### config.mk
export PLATFORM = sky130hd
export DESIGN_NAME = isoasm_ctrl
export DESIGN_NICKNAME = d
export VERILOG_FILES = /design/src/hw/rtl/isoasm_pkg.sv /design/src/hw/rtl/isoasm_ctrl.sv
export SDC_FILE = /design/constraint.sdc
export NUM_CORES = 1
export LEC_CHECK = 0
export ABC_AREA = 1
export BUFFER_PORTS_ARGS = -buffer_cell sky130_fd_sc_hd__buf_2
export CAP_MARGIN = 40
export CORE_AREA = 2 2 39 41
export CTS_BUF_LIST = sky130_fd_sc_hd__clkbuf_4 sky130_fd_sc_hd__clkbuf_8
export CTS_CLUSTER_SIZE = 25
export DETAILED_ROUTE_END_ITERATION = 12
export DIE_AREA = 0 0 41 43
export PLACE_DENSITY = 0.34
export SYNTH_ARGS = -nofsm -noshare
export SYNTH_HDL_FRONTEND = slang
export SYNTH_SLANG_ARGS = --single-unit
### constraint.sdc
create_clock -name clk -period 1.3 [get_ports clk]
set_clock_uncertainty 0.1 [all_clocks]
set_input_delay 0.13 -clock clk [delete_from_list [all_inputs] [get_ports clk]]
set_output_delay 0.13 -clock clk [all_outputs]
set_load 0.05 [all_outputs]
### src/hw/rtl/isoasm_pkg.sv
`timescale 1ns / 1ps
`default_nettype none

package isoasm_pkg;

    // commands
    localparam logic [1:0] CMD_ADD    = 2'd0;
    localparam logic [1:0] CMD_REMOVE = 2'd1;
    localparam logic [1:0] CMD_TEST   = 2'd2;
    localparam logic [1:0] CMD_READ   = 2'd3;

    // status codes
    localparam logic [1:0] ST_OK        = 2'd0;
    localparam logic [1:0] ST_REJECT    = 2'd1;
    localparam logic [1:0] ST_EMPTY     = 2'd2;
    localparam logic [1:0] ST_TOO_LARGE = 2'd3;

    // register indexes
    localparam logic [1:0] REG_FORMAT_128   = 2'd0;
    localparam logic [1:0] REG_MSG_TYPE_BCD = 2'd1;
    localparam logic [1:0] REG_MSG_TYPE     = 2'd2;

    localparam int          PADDR_W       = 4;
    localparam logic [31:0] MSG_TYPE_RST  = 32'h3030_3030;
    localparam int          NUM_SLOTS     = 129;
    localparam int          MAX_FIELD_64  = 64;
    localparam int          MAX_FIELD_128 = 128;
    localparam int          BITMAP_64     = 8;
    localparam int          BITMAP_128    = 16;
    localparam int          TYPE_ASCII    = 4;
    localparam int          TYPE_BCD      = 2;
    localparam int          LEN_SAT       = 16383;

    typedef struct packed {
        logic [1:0] command;
        logic [7:0] field_index;
        logic [7:0] data_byte;
        logic       last_byte;
    } in_word_t;

    typedef struct packed {
        logic [1:0]  status;
        logic        present;
        logic [7:0]  out_byte;
        logic        last_out;
        logic [13:0] message_length;
    } out_word_t;

    typedef struct packed {
        logic latch;
        logic exec;
        logic finish;
    } dp_cmd_t;

    function automatic logic in_range(logic [7:0] idx, logic f128);
        logic [7:0] top;
        top = f128 ? 8'(MAX_FIELD_128) : 8'(MAX_FIELD_64);
        return (idx >= 8'd2) && (idx <= top);
    endfunction

    function automatic logic [3:0] nibble_of(logic [7:0] c);
        logic [3:0] r;
        if (c inside {[8'h30:8'h39]})
            r = 4'(c - 8'h30);
        else if (c inside {[8'h41:8'h46]})
            r = 4'(c - 8'h41 + 8'd10);
        else if (c inside {[8'h61:8'h66]})
            r = 4'(c - 8'h61 + 8'd10);
        else
            r = c[3:0];
        return r;
    endfunction

    function automatic logic [7:0] type_byte(logic [31:0] mt, logic bcd, logic [1:0] p);
        logic [7:0] c0;
        logic [7:0] c1;
        logic [7:0] r;
        c0 = 8'(mt >> (5'd24 - {p[0], 4'b0}));
        c1 = 8'(mt >> (5'd16 - {p[0], 4'b0}));
        if (bcd)
            r = {nibble_of(c0), nibble_of(c1)};
        else
            r = 8'(mt >> (5'd24 - {p, 3'b0}));
        return r;
    endfunction

    function automatic logic [7:0] bitmap_byte(logic [128:0] v, logic [3:0] p);
        logic [7:0] r;
        r = '0;
        for (int k = 0; k < 8; k++)
            r[7-k] = v[8*int'(p) + k + 1];
        return r;
    endfunction

    // lowest present field above thr
    function automatic logic [7:0] first_above(logic [128:0] v, logic [7:0] thr);
        logic [7:0] r;
        r = '0;
        for (int i = 128; i >= 2; i--)
            if (v[i] && (i > int'(thr)))
                r = 8'(i);
        return r;
    endfunction

endpackage

`default_nettype wire

### src/hw/rtl/isoasm_ctrl.sv
`timescale 1ns / 1ps
`default_nettype none

module isoasm_ctrl (
    input  wire logic               clk,
    input  wire logic               rst_n,
    input  wire logic               in_valid,
    output logic                    in_ready,
    output logic                    out_valid,
    input  wire logic               out_ready,
    output isoasm_pkg::dp_cmd_t     ctl
);
    import isoasm_pkg::*;

    localparam logic [1:0] S_IDLE = 2'd0;
    localparam logic [1:0] S_EXEC = 2'd1;
    localparam logic [1:0] S_RESP = 2'd2;

    logic [1:0] state_reg, state_next;
    logic       out_valid_reg, out_valid_next;
    logic       finish, accept;

    assign finish    = (state_reg == S_RESP) && (!out_valid_reg || out_ready);
    assign in_ready  = (state_reg == S_IDLE) || finish;
    assign accept    = in_valid && in_ready;
    assign out_valid = out_valid_reg;

    assign ctl.latch  = accept;
    assign ctl.exec   = (state_reg == S_EXEC);
    assign ctl.finish = finish;

    always_comb
    begin
        out_valid_next = finish || (out_valid_reg && !out_ready);
        case (state_reg)
            S_IDLE:  state_next = accept ? S_EXEC : S_IDLE;
            S_EXEC:  state_next = S_RESP;
            S_RESP:  state_next = finish ? (accept ? S_EXEC : S_IDLE) : S_RESP;
            default: state_next = S_IDLE;
        endcase
    end

    always_ff @(posedge clk or negedge rst_n)
    begin
        if (!rst_n)
        begin
            state_reg     <= S_IDLE;
            out_valid_reg <= 1'b0;
        end
        else
        begin
            state_reg     <= state_next;
            out_valid_reg <= out_valid_next;
        end
    end
endmodule

`default_nettype wire

# == Word-level counts from Yosys, hierarchy flattened ==
# Cells that the tools add are included.
# totals
register_bits,3
latchBits,0
mem_bits_rw,0
mem_bits_ro,0
in_bits,4
memories,0
# classes
n_addsub,0
multipliers,0
div,0
magnitude_cmp,0
eq_ne,2
shift,0
mux,3
n_bitwise,0
n_reduce_logical,9
# ops
cell,n
one-hot mux 2 bit (3 select lines),1
logical AND 1 bit,3
logical OR 1 bit,3
== test 2 x 1 -> 1 bit (second input constant),1
== test 2 bit (second input constant),1
zero test 1 bit,2
zero test 2 bit,1
two-way mux 2 bit,1
two-way mux 1 bit,1

# == Longest topological paths before layout ==
# depth
word_depth,8
depth_mapped,5

# == Worst setup path after synthesis ==
# No wires, ideal clock.
# synth_timing
path_type,register to output
from,"register out_valid_reg, in the netlist out_valid"
to,output in_ready
arrival_ns,1.117
required_time_ns,1.070
setup_slack_ns,-0.047
path_stages_with_launch,4
path_cell_list,dfrtp_1 -> nand3_1 -> nand2_2 -> inv_1
# synth_via
elab_chain_cells,4
# synth_rtl
item,line_no,text
from (decl),isoasm_ctrl.sv:20,"logic out_valid_reg, out_valid_next;"
from (signal assigned),isoasm_ctrl.sv:53,out_valid_reg <= out_valid_next;
zero test 1 bit,isoasm_ctrl.sv:23,assign finish = (state_reg == S_RESP) && (!out_valid_reg || out_ready);
logical OR 1 bit,isoasm_ctrl.sv:23,
logical AND 1 bit,isoasm_ctrl.sv:23,
logical OR 1 bit,isoasm_ctrl.sv:24,assign in_ready = (state_reg == S_IDLE) || finish;
to (decl),isoasm_ctrl.sv:8,"output logic in_ready,"
# Every way passes these cells.

==> out/summary.txt <==
Status: finished with violations
Violated checks: negative setup slack
Core area: 1384 sq um
Largest net degree at the start of global routing: 4
Number of port buffers: 8
# DRC: 0
Post-DP HPWL: 297.4 um
All-Layer GR Usage: 6.432%
Main combinational cell family by area after synthesis: simple AND/OR/NAND/NOR gates
Synth Net Count: 26
Slowest cell on the critical path: dfrtp_2
CP peak stage delay: 0.41 ns
Tcrit/Tclk final: 100.7%
Max_cap viols: 0
Synth Area in Adders: 0%
Final core occ: 22.60%
Root buffer cell: clkbuf_4
Vias per cell: 3.255
Avg Synthesized Cell Area: 7.507 sq um
Crit path launch type: flop
Mapped Area: 165.2 sq um
Largest fanout on the critical path: 3
Number of diodes: 0
Final wirelength: 407 um
Post-Synthesis Cells: 22
Hold_sp: in_valid
Drt pass-1 iters: 1
Clock transition at path regs: 0.04 ns
Crit Path Class: flop to primary output
Share of cells above drive strength 1: 65.71%
Worst r2r src: out_valid
Ys Warns: 0
Post-DP Area: 215.2 sq um
Vias in the first global route: 187
Die W: 41 um
Max reg flops: 2
CTS buffer count: 3
RSZ-0062 raised after global routing: yes
Number of distinct library cells after synthesis: 10
Power consumption: 494.9 uW
Congestion Overflow GR: 0
First-pass GRT wire length: 696 um
Crit path max-delay family: flip-flops
Final Instance Area: 312.8 sq um
Pwr/cell area: 1582 nW/um^2
Final Hold Viols: 0
Routed wire per std cell: 7.980 um
Die ar.: 1763 sq um
Simple-gate share of the synthesized area: 26.52%
Logic pwr share: 38.1%
Max clock buf depth: 2
# rows: 14
Initial antenna violation count: 0
Clk Latency, worst-skew pair: 0.23 ns
Worst Path Arrival: 1.08 ns
CTS Sinks: 3
Leak Pwr: 0.1607 nW
Max-slew violations: 0
Critical path launch point: out_valid
Vias post-DR: 166
Setup violators final: 2
Pint: 309.9 uW
Flops & latches, synth: 3
Area Overhead vs Synth: 89.39%
Setup WS post-layout: -0.009730 ns
Min Tclk post-route: 1.310 ns
Starting Density: 11.93%
Clock share of power: 37.8%
Sequential share of the synthesized area: 45.45%
Register area: 76.32 sq um
H-tree levels: 1
Worst-Margin Slew: 0.2459 ns
Crit path cell chain: nand3_2 -> nand2_4 -> nor2_4 -> buf_8
Slew margin rel.: 83.72%
CTS tree: built
Buf/Inv on CP: 1
Fill cell count: 158
Mux share of post-synthesis cell area: 0%
Hold Crit Class: input port to flop
Worst Setup End Kind: primary output
Maximum vdd drop: 0.0004399 V
Achievable frequency: 763.5 MHz
GPL Wtd Cong: 0.6118
# nets final: 40
Xor/xnor share of the synthesized area: 0%
Iteration-0 DRC Markers: 0
Die Y: 43 um
Sequential share of power: 24.2%
Post-DRT Antenna Nets: 0
Critical Path RT: 1.07 ns
Sw Pwr: 185.0 uW
Synth Area in Compound Gates: 5.303%
Switch share: 37.39%
Io pins: 9
Area used by multi-input combinational logic: 70.07 sq um
==> stage by stage <==
step	TNS (ns)	cells	hold WS [ns]	worst slack [ns]
6_report	-0.01453	51	0.08304	-0.009730
5_1_grt	-0.2147	51	0.09880	-0.07521
4_1_cts	-0.02936	51	0.04129	-0.01674
3_5_place_dp	0	44	-0.1715	0.1410
3_3_place_gp	0	44	-0.1720	0.1425
2_1_floorplan	0	22	-0.2656	0.07598
==> layout make-up <==
cell class,count,share of cell area (%)
Timing Repair Buffer,11,28.80
Sequential cell,3,24.40
Multi-Input combinational cell,11,22.40
Clock buffer,4,9.600
Tap cell,16,6.400
Inverter,6,8.400
==> cells by family (layout without fill, tap and decap cells) <==
family,after synthesis,count (layout)
AOI/OAI and AO/OA,1,1
and+or+nand+nor,10,10
DFF,3,3
buffers and inverters,8,21
==> worst min-delay path, delay by kind of cell <==
family | cells | cell delay [ns]
buf+inv | 2 | 0.13
simple gates | 1 | 0.11
==> power by group through the flow <==
stage / Clock (mW) / Sequential [mW] / Combinational (mW)
6_report: 0.187 / 0.120 / 0.188
5_1_grt: 0.210 / 0.122 / 0.202
4_1_cts: 0.196 / 0.120 / 0.179
3_5_place_dp: 0 / 0.122 / 0.142
3_3_place_gp: 0 / 0.120 / 0.142
2_1_floorplan: 0 / 0.140 / 0.0998
==> metal layers <==
metal / vias to the layer above / global-route usage (%) / routed length [um]
met4: 0 / 8.000 / 0
li1: 86 / - / -
met3: 0 / 3.141 / 32
met5: - / 0 / 0
met1: 75 / 5.806 / 153
met2: 5 / 8.750 / 221
==> synthesized netlist by cell type <==
master   instances  area (sq um)
inv_1            4         15.01
nor2_1           4         15.01
dfrtp_1          3         75.07
nand2_1          3         11.26
buf_4            2         15.01
inv_2            2         7.510
nand2_2          1         6.260
nand3_1          1         5.000
nor2_2           1         6.260
o21ai_2          1         8.760
==> placed cells by master (no fill, tap or decap) <==
cell           count
buf_6              2
dfrtp_1            2
nand3_2            1
buf_4              3
nor2_2             1
nor2_1             3
nand2_4            1
nand2_1            3
o21ai_2            1
inv_2              2
clkbuf_4           4
dlygate4sd3_1      1
clkinvlp_4         1
buf_8              1
inv_1              3
nor2_4             1
buf_2              4
dfrtp_2            1
==> final timing paths <==
check | end | slack [ns] | cells past startpoint
max | ctl[2] | -0.01 | 4
min in group asynchronous | out_valid | 0.13 | 2
max reg2reg | state_reg[0] | 0.33 | 4
min | state_reg[0] | 0.08 | 3
min reg2reg | state_reg[1] | 0.48 | 3
max in group asynchronous | out_valid | 0.86 | 2
==> timing repair <==
action	4_1_cts	5_1_grt
pin swaps	2	3
hold buffers	1	0
resized for setup	9	3
endpoints found under the hold margin	3	0
endpoints found under the setup margin	4	3
setup buffers	2	0
No activity file was read; power rests on OpenSTA's default activity.
